<file path="src/rtl/clc_pkg.sv">
`timescale 1ns / 1ps
// ----------------------------------------------------------------------------
// clc_pkg: shared types and constants of the current level classifier
// Status codes, register indexes, reset values and width helpers used by
// the front, queue, back and top level of the classifier.
// ----------------------------------------------------------------------------
package clc_pkg;

    // Field widths fixed by the stream format.
    localparam int SAMPLE_W   = 16;
    localparam int CUR_W      = 16;
    localparam int STATUS_W   = 3;
    localparam int CFG_IDX_W  = 2;
    localparam int TDATA_IN_W = 16;
    localparam int TDATA_OUT_W = 8;

    // Default batch limits.
    localparam int MAX_SAMPLES_DEF = 1024;
    localparam int TOP_COUNT_DEF   = 3;
    localparam int QUEUE_DEPTH     = 2;

    // Register reset values.
    localparam logic [CUR_W-1:0] RATED_RESET = 16'd1000;
    localparam logic [CUR_W-1:0] MINW_RESET  = 16'd200;

    // Decision constants: overcurrent at OVER_DEN/OVER_NUM of rated, off limit in mA.
    localparam int OFF_LIMIT_MA = 100;
    localparam int OVER_NUM     = 5;
    localparam int OVER_DEN     = 4;

    // Decision modes.
    localparam logic MODE_PEAK = 1'b0;
    localparam logic MODE_MEAN = 1'b1;

    typedef enum logic [STATUS_W-1:0] {
        ST_NORMAL  = 3'd0,
        ST_OVER    = 3'd1,
        ST_UNDER   = 3'd2,
        ST_OFF     = 3'd3,
        ST_INVALID = 3'd4
    } status_t;

    typedef enum logic [CFG_IDX_W-1:0] {
        CFG_RATED = 2'd0,
        CFG_MINW  = 2'd1,
        CFG_MODE  = 2'd2
    } cfg_index_t;

    // Width of a sample counter that can hold max_samples itself.
    function automatic int cnt_width(int max_samples);
        return $clog2(max_samples + 1);
    endfunction

    // Width of a sum of up to max_samples magnitudes of at most 2^15.
    function automatic int sum_width(int max_samples);
        return cnt_width(max_samples) + SAMPLE_W - 1;
    endfunction

    // Width of one batch summary passed from front to back.
    function automatic int entry_width(int max_samples, int top_count);
        return sum_width(max_samples) + cnt_width(max_samples) + top_count * SAMPLE_W;
    endfunction

    // Magnitude of a signed sample; the most negative value maps to 2^15.
    function automatic logic [SAMPLE_W-1:0] mag16(logic signed [SAMPLE_W-1:0] v);
        logic [SAMPLE_W-1:0] neg;
        neg = SAMPLE_W'(-v);
        return v[SAMPLE_W-1] ? neg : SAMPLE_W'(v);
    endfunction

endpackage

</file>
<file path="src/rtl/clc_front.sv">
`timescale 1ns / 1ps
// ----------------------------------------------------------------------------
// clc_front: batch accumulator
// Accepts sample beats, keeps the running sample count, magnitude sum and
// ranking of the largest samples, and hands a summary of each finished batch
// to the queue.
// ----------------------------------------------------------------------------
module clc_front #(
    parameter int MAX_SAMPLES = clc_pkg::MAX_SAMPLES_DEF,
    parameter int TOP_COUNT   = clc_pkg::TOP_COUNT_DEF
) (
    input  logic                                    aclk,
    input  logic                                    aresetn,
    input  logic                                    s_tvalid,
    output logic                                    s_tready,
    input  logic [clc_pkg::TDATA_IN_W-1:0]          s_tdata,   // [15:0] sample_ma
    input  logic                                    s_tuser,   // [0] has_sample
    input  logic                                    s_tlast,
    output logic                                    q_valid,
    input  logic                                    q_ready,
    output logic [clc_pkg::entry_width(MAX_SAMPLES, TOP_COUNT)-1:0] q_data
);
    import clc_pkg::*;

    localparam int CNT_W = cnt_width(MAX_SAMPLES);
    localparam int SUM_W = sum_width(MAX_SAMPLES);

    logic signed [SAMPLE_W-1:0] top_reg  [TOP_COUNT];
    logic signed [SAMPLE_W-1:0] top_next [TOP_COUNT];
    logic signed [SAMPLE_W-1:0] prev     [TOP_COUNT];
    logic [TOP_COUNT-1:0]       ge;
    logic [TOP_COUNT-1:0]       ge_ext;
    logic [TOP_COUNT*SAMPLE_W-1:0] top_flat;
    logic [CNT_W-1:0]           cnt_reg, cnt_next, cnt_upd;
    logic [SUM_W-1:0]           sum_reg, sum_next, sum_upd;
    logic signed [SAMPLE_W-1:0] sample;
    logic                       take;
    logic                       add;

    assign sample   = signed'(s_tdata[SAMPLE_W-1:0]);
    assign s_tready = q_ready;
    assign take     = s_tvalid && s_tready;
    assign add      = s_tuser && (cnt_reg < CNT_W'(MAX_SAMPLES));

    // Insertion into the descending ranking: equal samples stay ahead of the new one.
    always_comb begin
        ge_ext[0] = 1'b1;
        prev[0]   = sample;
        for (int i = 1; i < TOP_COUNT; i++) begin
            prev[i] = top_reg[i-1];
        end
        for (int i = 0; i < TOP_COUNT; i++) begin
            ge[i] = (int'(cnt_reg) > i) && (top_reg[i] >= sample);
        end
        for (int i = 1; i < TOP_COUNT; i++) begin
            ge_ext[i] = ge[i-1];
        end
        for (int i = 0; i < TOP_COUNT; i++) begin
            if (!add || ge[i]) begin
                top_next[i] = top_reg[i];
            end else if (ge_ext[i]) begin
                top_next[i] = sample;
            end else begin
                top_next[i] = prev[i];
            end
            top_flat[i*SAMPLE_W +: SAMPLE_W] = top_next[i];
        end
    end

    // Count and sum, cleared once the batch summary has been handed over.
    always_comb begin
        cnt_upd  = add ? cnt_reg + 1'b1 : cnt_reg;
        sum_upd  = add ? sum_reg + SUM_W'(mag16(sample)) : sum_reg;
        cnt_next = cnt_reg;
        sum_next = sum_reg;
        if (take) begin
            cnt_next = s_tlast ? '0 : cnt_upd;
            sum_next = s_tlast ? '0 : sum_upd;
        end
    end

    assign q_valid = take && s_tlast;
    assign q_data  = {sum_upd, cnt_upd, top_flat};

    always_ff @(posedge aclk) begin
        if (!aresetn) begin
            cnt_reg <= '0;
            sum_reg <= '0;
        end else begin
            cnt_reg <= cnt_next;
            sum_reg <= sum_next;
        end
    end

    // Ranking entries beyond the fill level are never read, so they need no reset.
    always_ff @(posedge aclk) begin
        if (take) begin
            top_reg <= top_next;
        end
    end

endmodule

</file>
<file path="src/rtl/clc_queue.sv">
`timescale 1ns / 1ps
// ----------------------------------------------------------------------------
// clc_queue: short batch summary queue
// A small register queue that lets the accumulator and the decision
// pipeline stall independently of each other.
// ----------------------------------------------------------------------------
module clc_queue #(
    parameter int WIDTH = 8,
    parameter int DEPTH = clc_pkg::QUEUE_DEPTH
) (
    input  logic             aclk,
    input  logic             aresetn,
    input  logic             in_valid,
    output logic             in_ready,
    input  logic [WIDTH-1:0] in_data,
    output logic             out_valid,
    input  logic             out_ready,
    output logic [WIDTH-1:0] out_data
);
    import clc_pkg::*;

    localparam int PTR_W = $clog2(DEPTH);
    localparam int CNT_W = $clog2(DEPTH + 1);

    logic [WIDTH-1:0] slot_reg [DEPTH];
    logic [PTR_W-1:0] wr_ptr_reg, wr_ptr_next;
    logic [PTR_W-1:0] rd_ptr_reg, rd_ptr_next;
    logic [CNT_W-1:0] count_reg, count_next;
    logic             push, pop;

    assign in_ready  = (count_reg != CNT_W'(DEPTH));
    assign out_valid = (count_reg != '0);
    assign out_data  = slot_reg[rd_ptr_reg];
    assign push      = in_valid && in_ready;
    assign pop       = out_valid && out_ready;

    // Pointer and fill level update.
    always_comb begin
        wr_ptr_next = wr_ptr_reg;
        rd_ptr_next = rd_ptr_reg;
        count_next  = count_reg;
        if (push) begin
            wr_ptr_next = (wr_ptr_reg == PTR_W'(DEPTH - 1)) ? '0 : wr_ptr_reg + 1'b1;
        end
        if (pop) begin
            rd_ptr_next = (rd_ptr_reg == PTR_W'(DEPTH - 1)) ? '0 : rd_ptr_reg + 1'b1;
        end
        if (push && !pop) begin
            count_next = count_reg + 1'b1;
        end else if (pop && !push) begin
            count_next = count_reg - 1'b1;
        end
    end

    always_ff @(posedge aclk) begin
        if (!aresetn) begin
            wr_ptr_reg <= '0;
            rd_ptr_reg <= '0;
            count_reg  <= '0;
        end else begin
            wr_ptr_reg <= wr_ptr_next;
            rd_ptr_reg <= rd_ptr_next;
            count_reg  <= count_next;
        end
    end

    always_ff @(posedge aclk) begin
        if (push) begin
            slot_reg[wr_ptr_reg] <= in_data;
        end
    end

endmodule

</file>
<file path="src/rtl/clc_back.sv">
`timescale 1ns / 1ps
// ----------------------------------------------------------------------------
// clc_back: status decision pipeline
// Stage one forms the peak magnitude sum and the products of counts with the
// configured currents; stage two compares them and holds the status beat.
// ----------------------------------------------------------------------------
module clc_back #(
    parameter int MAX_SAMPLES = clc_pkg::MAX_SAMPLES_DEF,
    parameter int TOP_COUNT   = clc_pkg::TOP_COUNT_DEF
) (
    input  logic                                    aclk,
    input  logic                                    aresetn,
    input  logic                                    q_valid,
    output logic                                    q_ready,
    input  logic [clc_pkg::entry_width(MAX_SAMPLES, TOP_COUNT)-1:0] q_data,
    input  logic [clc_pkg::CUR_W-1:0]               rated_ma,
    input  logic [clc_pkg::CUR_W-1:0]               minw_ma,
    input  logic                                    decision_mode,
    output logic                                    out_valid,
    input  logic                                    out_ready,
    output clc_pkg::status_t                        status
);
    import clc_pkg::*;

    localparam int CNT_W = cnt_width(MAX_SAMPLES);
    localparam int SUM_W = sum_width(MAX_SAMPLES);
    localparam int K_W   = $clog2(TOP_COUNT + 1);
    localparam int TS_W  = K_W + SAMPLE_W - 1;
    localparam int KR_W  = K_W + CUR_W;
    localparam int KO_W  = K_W + $clog2(OFF_LIMIT_MA + 1);
    localparam int NR_W  = CNT_W + CUR_W;
    localparam int PW    = TS_W + 3;
    localparam int TOP_LSB = 0;
    localparam int CNT_LSB = TOP_COUNT * SAMPLE_W;
    localparam int SUM_LSB = CNT_LSB + CNT_W;

    logic [CNT_W-1:0] in_cnt;
    logic [SUM_W-1:0] in_sum;
    logic [K_W-1:0]   k;
    logic [TS_W-1:0]  tsum;
    logic             a_load, b_adv;

    logic             a_valid_reg, a_valid_next;
    logic             a_n_zero_reg, a_rated_zero_reg;
    logic [TS_W-1:0]  a_tsum_reg;
    logic [KR_W-1:0]  a_kr_reg, a_kminw_reg;
    logic [KO_W-1:0]  a_koff_reg;
    logic [SUM_W-1:0] a_sum_reg;
    logic [NR_W-1:0]  a_nr_reg, a_nminw_reg;

    logic             out_valid_reg, out_valid_next;
    status_t          status_reg, status_next;
    logic [PW-1:0]    over_lhs, over_rhs;

    assign b_adv   = !out_valid_reg || out_ready;
    assign a_load  = !a_valid_reg || b_adv;
    assign q_ready = a_load;

    assign in_cnt = q_data[CNT_LSB +: CNT_W];
    assign in_sum = q_data[SUM_LSB +: SUM_W];

    // Number of ranked samples in use and the sum of their magnitudes.
    always_comb begin
        k    = K_W'((int'(in_cnt) < TOP_COUNT) ? int'(in_cnt) : TOP_COUNT);
        tsum = '0;
        for (int i = 0; i < TOP_COUNT; i++) begin
            if (i < int'(k)) begin
                tsum = tsum + TS_W'(mag16(signed'(q_data[TOP_LSB + i*SAMPLE_W +: SAMPLE_W])));
            end
        end
    end

    assign a_valid_next = a_load ? q_valid : a_valid_reg;

    always_ff @(posedge aclk) begin
        if (!aresetn) begin
            a_valid_reg <= 1'b0;
        end else begin
            a_valid_reg <= a_valid_next;
        end
    end

    // Stage one: sums and products.
    always_ff @(posedge aclk) begin
        if (q_valid && a_load) begin
            a_n_zero_reg     <= (in_cnt == '0);
            a_rated_zero_reg <= (rated_ma == '0);
            a_tsum_reg       <= tsum;
            a_kr_reg         <= KR_W'(k) * KR_W'(rated_ma);
            a_kminw_reg      <= KR_W'(k) * KR_W'(minw_ma);
            a_koff_reg       <= KO_W'(k) * KO_W'(OFF_LIMIT_MA);
            a_sum_reg        <= in_sum;
            a_nr_reg         <= NR_W'(in_cnt) * NR_W'(rated_ma);
            a_nminw_reg      <= NR_W'(in_cnt) * NR_W'(minw_ma);
        end
    end

    // Stage two: cross-multiplied comparisons.
    always_comb begin
        over_lhs = PW'(a_tsum_reg) * PW'(OVER_NUM);
        over_rhs = PW'(a_kr_reg) * PW'(OVER_DEN);
        if (decision_mode == MODE_PEAK) begin
            if (a_rated_zero_reg || a_n_zero_reg) begin
                status_next = ST_INVALID;
            end else if (over_lhs >= over_rhs) begin
                status_next = ST_OVER;
            end else if (a_tsum_reg <= TS_W'(a_koff_reg)) begin
                status_next = ST_OFF;
            end else if (KR_W'(a_tsum_reg) < a_kminw_reg) begin
                status_next = ST_UNDER;
            end else begin
                status_next = ST_NORMAL;
            end
        end else begin
            if (a_n_zero_reg) begin
                status_next = ST_INVALID;
            end else if (NR_W'(a_sum_reg) >= a_nr_reg) begin
                status_next = ST_OVER;
            end else if (NR_W'(a_sum_reg) >= a_nminw_reg) begin
                status_next = ST_NORMAL;
            end else begin
                status_next = ST_UNDER;
            end
        end
    end

    assign out_valid_next = b_adv ? a_valid_reg : out_valid_reg;

    always_ff @(posedge aclk) begin
        if (!aresetn) begin
            out_valid_reg <= 1'b0;
        end else begin
            out_valid_reg <= out_valid_next;
        end
    end

    always_ff @(posedge aclk) begin
        if (a_valid_reg && b_adv) begin
            status_reg <= status_next;
        end
    end

    assign out_valid = out_valid_reg;
    assign status    = status_reg;

endmodule

</file>
<file path="src/rtl/current_level_classifier.sv">
`timescale 1ns / 1ps
// ----------------------------------------------------------------------------
// current_level_classifier: pump current status from batches of samples
// Sample beats come in on the s_ channel; one status beat per batch leaves on
// the m_ channel; thresholds and the mode are set through the cfg_ channel.
// ----------------------------------------------------------------------------
// Usage:
//   s_ channel: one signed sample in mA per beat, s_tuser marks a real sample,
//   s_tlast ends the batch. Beats are taken at one per cycle while s_tready is high.
//   m_ channel: one status beat for each beat with s_tlast set, in order.
//   The edge that takes the last beat writes the summary into the queue;
//   from there it loads the product stage and then the output register,
//   which shows the status. While m_tready is high, a new batch result
//   can follow every cycle.
//   cfg_ channel: always ready; write only while no batch is in flight.
//   Reset clears the running count, sum and all pending results, and loads
//   rated current 1000 mA, minimum working current 200 mA and peak mode.
//   When the receiver holds m_tready low the status beat stays put, the two
//   pipeline stages and the two-entry summary queue fill, and then s_tready
//   falls until room opens again.
// ----------------------------------------------------------------------------
module current_level_classifier #(
    parameter int MAX_SAMPLES = clc_pkg::MAX_SAMPLES_DEF,
    parameter int TOP_COUNT   = clc_pkg::TOP_COUNT_DEF
) (
    input  logic                              aclk,
    input  logic                              aresetn,
    input  logic                              s_tvalid,
    output logic                              s_tready,
    input  logic [clc_pkg::TDATA_IN_W-1:0]    s_tdata,   // [15:0] sample_ma
    input  logic                              s_tuser,   // [0] has_sample
    input  logic                              s_tlast,
    output logic                              m_tvalid,
    input  logic                              m_tready,
    output logic [clc_pkg::TDATA_OUT_W-1:0]   m_tdata,   // [2:0] pump_status, [7:3] zero
    input  logic                              cfg_valid,
    output logic                              cfg_ready,
    input  logic [clc_pkg::CFG_IDX_W-1:0]     cfg_index,
    input  logic [clc_pkg::CUR_W-1:0]         cfg_data
);
    import clc_pkg::*;

    localparam int ENTRY_W = entry_width(MAX_SAMPLES, TOP_COUNT);

    logic [CUR_W-1:0]   rated_reg, rated_next;
    logic [CUR_W-1:0]   minw_reg, minw_next;
    logic               mode_reg, mode_next;
    logic               fq_valid, fq_ready;
    logic [ENTRY_W-1:0] fq_data;
    logic               qb_valid, qb_ready;
    logic [ENTRY_W-1:0] qb_data;
    status_t            status;

    // Configuration registers.
    assign cfg_ready = 1'b1;

    always_comb begin
        rated_next = rated_reg;
        minw_next  = minw_reg;
        mode_next  = mode_reg;
        if (cfg_valid && cfg_ready) begin
            case (cfg_index)
                CFG_RATED: rated_next = cfg_data;
                CFG_MINW:  minw_next  = cfg_data;
                CFG_MODE:  mode_next  = cfg_data[0];
                default:   ;
            endcase
        end
    end

    always_ff @(posedge aclk) begin
        if (!aresetn) begin
            rated_reg <= RATED_RESET;
            minw_reg  <= MINW_RESET;
            mode_reg  <= MODE_PEAK;
        end else begin
            rated_reg <= rated_next;
            minw_reg  <= minw_next;
            mode_reg  <= mode_next;
        end
    end

    // Accumulator, summary queue and decision pipeline.
    clc_front #(
        .MAX_SAMPLES(MAX_SAMPLES),
        .TOP_COUNT  (TOP_COUNT)
    ) u_front (
        .aclk    (aclk),
        .aresetn (aresetn),
        .s_tvalid(s_tvalid),
        .s_tready(s_tready),
        .s_tdata (s_tdata),
        .s_tuser (s_tuser),
        .s_tlast (s_tlast),
        .q_valid (fq_valid),
        .q_ready (fq_ready),
        .q_data  (fq_data)
    );

    clc_queue #(
        .WIDTH(ENTRY_W),
        .DEPTH(QUEUE_DEPTH)
    ) u_queue (
        .aclk     (aclk),
        .aresetn  (aresetn),
        .in_valid (fq_valid),
        .in_ready (fq_ready),
        .in_data  (fq_data),
        .out_valid(qb_valid),
        .out_ready(qb_ready),
        .out_data (qb_data)
    );

    clc_back #(
        .MAX_SAMPLES(MAX_SAMPLES),
        .TOP_COUNT  (TOP_COUNT)
    ) u_back (
        .aclk         (aclk),
        .aresetn      (aresetn),
        .q_valid      (qb_valid),
        .q_ready      (qb_ready),
        .q_data       (qb_data),
        .rated_ma     (rated_reg),
        .minw_ma      (minw_reg),
        .decision_mode(mode_reg),
        .out_valid    (m_tvalid),
        .out_ready    (m_tready),
        .status       (status)
    );

    assign m_tdata = {{(TDATA_OUT_W - STATUS_W){1'b0}}, status};

    // Peak mode with zero rated current can only report invalid.
    assert property (@(posedge aclk) disable iff (!aresetn)
        (m_tvalid && mode_reg == MODE_PEAK && rated_reg == '0) |-> (status == ST_INVALID))
        else $error("peak mode with zero rated current gave a status other than invalid");

    // Mean mode with zero rated current gives overcurrent or invalid only.
    assert property (@(posedge aclk) disable iff (!aresetn)
        (m_tvalid && mode_reg == MODE_MEAN && rated_reg == '0)
            |-> (status == ST_OVER || status == ST_INVALID))
        else $error("mean mode with zero rated current gave an unexpected status");

    // The off status is a peak mode decision only.
    assert property (@(posedge aclk) disable iff (!aresetn)
        (m_tvalid && mode_reg == MODE_MEAN) |-> (status != ST_OFF))
        else $error("mean mode reported off");

    // A last beat is only refused while the summary queue is full.
    assert property (@(posedge aclk) disable iff (!aresetn)
        (s_tvalid && s_tlast && !s_tready) |-> !fq_ready)
        else $error("last beat refused while the queue had room");

endmodule

</file>
<file path="config.mk">
export PLATFORM = sky130hd
export DESIGN_NAME = current_level_classifier
export DESIGN_NICKNAME = d
export VERILOG_FILES = /design/src/rtl/clc_pkg.sv /design/src/rtl/clc_front.sv /design/src/rtl/clc_queue.sv /design/src/rtl/clc_back.sv /design/src/rtl/current_level_classifier.sv
export SDC_FILE = /design/constraint.sdc
export NUM_CORES = 2
export LEC_CHECK = 0
export BUFFER_PORTS_ARGS = -buffer_cell sky130_fd_sc_hd__buf_4
export CAP_MARGIN = 25
export CORE_ASPECT_RATIO = 0.5
export CORE_MARGIN = 5
export CORE_UTILIZATION = 58
export DETAILED_ROUTE_END_ITERATION = 8
export PLACE_DENSITY = 0.8
export SKIP_CTS_REPAIR_TIMING = 1
export SLEW_MARGIN = 20
export SYNTH_ARGS = -nofsm -noshare
export SYNTH_HDL_FRONTEND = slang
export SYNTH_SLANG_ARGS = --single-unit
</file>
<file path="constraint.sdc">
create_clock -name aclk -period 6.1 [get_ports aclk]
set_input_delay 0.305 -clock aclk [delete_from_list [all_inputs] [get_ports aclk]]
set_output_delay 0.305 -clock aclk [all_outputs]
set_load 0.02 [all_outputs]
</file>
* Word level (Yosys, flattened, before mapping)
Memories as Yosys holds them, arrays and structs flattened. A register that Yosys moved wholly into a read port is not among the register bits. Cells that the tools add are included.
Storage, ports and cells: memory bits (writable) 170, output and inout port bits 11, logic and storage cells 124, memories 1, input port bits 41, register bits after elaboration 269
Operators by class: multipliers 6, reduce and logical (&&, ||, !) cells 30, multiplexer cells 33, add/sub/neg operators 12, equality and inequality tests 3, $lt $le $gt $ge 16
Memories:
- u_queue.slot_reg | words 2, width 85, rd ports 1, clocked after Yosys merged registers in 1, wr ports 1, RTL line clc_queue.sv:25 | logic [WIDTH-1:0] slot_reg [DEPTH];
Operators by type and width (count):
- $mux 16 | 10
- $neg 16->16 | 4
- $ge 26x27->1 | 2
- $mul 11x16->27 | 2
- $mux 26 | 2
- $ge 16x16->1 | 3
- $mul 2x16->18 | 2
- $mux 17 | 2
- $add 26x16->26 | 1
- $gt 11x1->1 const B | 2
- $mux 11 | 2
- $ge 20x20->1 | 1
- $mul 17x3->20 const B | 1
- $lt 17x18->1 | 1
- $mux 3 | 6
- $add 16x16->17 | 1
- $add 17x16->17 | 1
- $le 17x9->1 | 1
- $logic_not 16->1 | 1
- $add 11x1->11 const B | 1
- $gt 11x2->1 const B | 1
- $logic_and 1x1->1 | 11
- $logic_not 11->1 | 1
- $lt 11x11->1 const B | 1
- other kinds (17) | 40

* Longest topological paths before layout
word-level depth 8, mapped depth 30, mapped depth without buffers 24

* By module
A second synthesis with hierarchy kept.
Second synthesis, totals: cells, all modules 3680, area, all modules 37375.8 µm²
Modules (own cells, without submodules):
- clc_back | area an instance 22974.5 µm², cells each 2520, times used 1, sequential area each 4334.2 µm²
- clc_front | area an instance 6635.1 µm², cells each 733, times used 1, sequential area each 2182.1 µm²
- clc_queue | area an instance 6383.6 µm², cells each 288, times used 1, sequential area each 5205.0 µm²
- current_level_classifier | area an instance 1382.6 µm², cells each 139, times used 1, sequential area each 660.6 µm²

* Worst setup path after synthesis
No wires, ideal clock.
path kind reg2reg, from register with a tool-made name, to register u_back.a_tsum_reg[14], data pin, library setup time 260 ps, data arrival time 6290 ps, period minus slack after synthesis 6550 ps, data required time 5840 ps, path buffers 9, cell stages (with the launch flop) 31, slack -450 ps, path through dfxtp_1 buf_6 buf_6 buf_4 buf_2 buf_4 mux2_2 or2_2 clkbuf_1 clkbuf_1 inv_1 ha_1 clkbuf_1 clkbuf_1 nor2_1 ha_1 fa_1 a211o_1 a21oi_1 o21ai_0 a21oi_1 xor2_1 o21ai_2 ha_1 a21oi_1 nor2b_1 a41o_1 o41ai_1 o21ai_0 xor2_1 mux2_2
RTL lines:
- end signal: assignment | RTL line clc_back.sv:88 | a_tsum_reg <= tsum;
- end: declaration | RTL line clc_back.sv:45 | logic [TS_W-1:0] a_tsum_reg;

==> impl_metrics.yaml <==
status:
  status: "finished with violations"
  failed_checks: "hold timing"
synthesis:
  yosysSeqAreaShare: 0.332
  netlist_instances: 3718
  synth-seq-cells: 438
  ys_async_sr_fraction: 0
  synth_area_um2: 37300
  synth_top_cell_area_share: 0.291
  yosys_warnings: 0
  synth_cell_types: 84
  synth-edff-count: 361
  avgSynthCellArea_um2: 10.0
  synth_flop_cell: "edfxtp_1"
  synthTopCellsByArea: "edfxtp_1 29%, fa_1 14%, ha_1 13%, inv_1 4.2%, dfxtp_1 4.1%"
  synth_common_cells: "418 x inv_1, 394 x nand2_1, 391 x ha_1, 361 x edfxtp_1, 256 x fa_1"
  yosysMostFrequentCell: "inv_1"
  synth_top_cell_by_area: "edfxtp_1"
cts:
  cts_buffer_depth: 3
  clk_latency_ps: 600
  cts_buffers: 44
  h-tree-depth: 2
  cts_tree: "done"
  root_buffer: "clkbuf_16"
  cts.sinks: 438
  cts.clk_slew.worst_paths_ps: 80
finish:
  drive_gt1_frac: 0.129
  final_nets: 4549
  final-seq-area_um2: 12400
  fill_cells: 4592
  multi_input_area_um2: 23200
  area_growth_pct: 11.8
  layout.cells.non_filler: 4736
  largest_reg_flops: 170
  finalCoreUtilization: 0.658
drt:
  drtPass1Iterations: 8
  vias: 29100
  via_per_inst: 6.14
  drtIter0Drc: 3314
  drt_wl_total_um: 101000
  wl_per_cell_um: 21.3
  detail-route-antenna-nets: 0
  drc: 0
placed_design:
  io_buffers: 45
  dp_slack_ps: -79.6
  dp_hpwl_um: 73700
  dp_cells: 4617
  gp_congestion: 0.948
setup_path:
  critPathMaxFanout: 12
  r2r_setup_slack_ps: 70
  reg2reg_depth: 22
  endpoint_kind: "flop"
  worst_setup_path_start_kind: "flop"
  required_ps: 6560
  crit_arrival_ps: 6490
  regToRegEndpoint: "u_back.a_nminw_reg[25]"
  critPathKind: "flop to flop"
grt:
  grt_pass1_wl_um: 153000
  grt.overflow.total: 0
  grt_max_degree: 124
  grt_usage: 0.275
  grt_pass1_vias: 28200
  antenna_found_initial: 3
timing:
  fin_crit_ps: 6030
  slew_viol_final: 0
  report.final.setup_viol: 0
  finClkSkew_ps: 34.3
  worst_slack_ps: 73.9
  fin_crit_sh: 0.988
  hold_slack_ps: -20.4
  slew-limit-headroom: 0.326
  finalHoldViolations: 4
  worst_pin_slew_ps: 1010
  max_freq_ghz: 0.166
worst_hold_path:
  hold_end: "minw_reg[3]"
  hold_depth: 3
  hold_path_class: "input pin to flop"
  hp-start: "cfg_data[3]"
floorplanning:
  num_rows: 65
  fp.dieW_um: 369
  core_um2: 63400
  die-area_um2: 69800
  io_pins: 52
  die_height_um: 189
  initial_utilization: 0.589
run:
  drv_cap: 0
-- worst max-delay path, cell delays in order (launching register included) --
cell,delay (ps)
dfxtp_4,410
buf_8,160
mux2_4,350
buf_4,170
clkbuf_16,170
nand2_1,80
fa_1,410
inv_1,100
fa_1,450
fa_1,510
inv_1,60
fa_1,510
fa_1,570
inv_1,60
ha_1,320
a41oi_1,170
o21ai_0,140
a21oi_2,220
o21ai_2,120
a211oi_2,250
o21ai_1,130
or4_1,420
nand4_1,110
-- layer usage --
layer,up-vias,track usage,share of wire
li1,13100,-,-
met1,14200,0.378,0.41
met2,1524,0.436,0.45
met3,258,0.0613,0.11
met4,0,0.0903,0.037
met5,-,0,0
-- kinds of logic (layout without fill, tap and decap cells) --
kind of cell,count (synthesis),after routing,share of synthesized area
other,2,9,0.000201
XOR/XNOR,184,184,0.0432
AO/OA/AOI/OAI,624,624,0.106
multiplexers,155,157,0.0457
adder cells (fa/ha/maj),647,647,0.269
flip-flops,438,438,0.332
AND/OR/NAND/NOR,1100,1100,0.144
buffers and inverters,568,740,0.0597
-- per-stage QoR --
step | cell area (um^2) | TNS, ps
finish | 41700 | 0
global route | 41700 | -596
CTS | 40800 | -333
detailed placement | 39400 | -198
global placement | 39400 | 0
floorplan | 37300 | 0
-- placed cells by master, fill, tap and decap left out, types with 51 or more instances in the layout --
cell type / instances
a21o_1: 68
a21oi_1: 149
and2_1: 217
buf_4: 214
dfxtp_1: 76
edfxtp_1: 361
fa_1: 254
ha_1: 381
inv_1: 417
mux2_2: 105
nand2_1: 392
nand3_1: 51
nor2_1: 180
nor3_1: 55
o21ai_0: 157
xnor2_1: 131
xor2_1: 53
-- how the worst max path moves through the flow --
| stage | endpoint | slack, ps |
|---|---|---|
| floorplan | u_back.a_tsum_reg[14] | 50 |
| global placement | u_back.a_nminw_reg[26] | 20 |
| detailed placement | u_back.a_nminw_reg[26] | -80 |
| CTS | u_back.a_nr_reg[23] | -110 |
| global route | u_back.a_nminw_reg[25] | -170 |
| finish | u_back.a_nminw_reg[25] | 70 |
-- final cells by class --
| type | instances | area share |
|---|---|---|
| antenna | 3 | 0.000180 |
| inverter | 422 | 0.0382 |
| clock buffer | 52 | 0.0274 |
| tap | 837 | 0.0251 |
| sequential | 438 | 0.297 |
| multi-input combinational | 2718 | 0.556 |
| timing repair buffer | 237 | 0.0483 |
| clock inverter | 29 | 0.00787 |
Power is left out: the tool's default activity adds up to more than one toggle a clock period on the data nets, which glitch-free logic cannot reach.
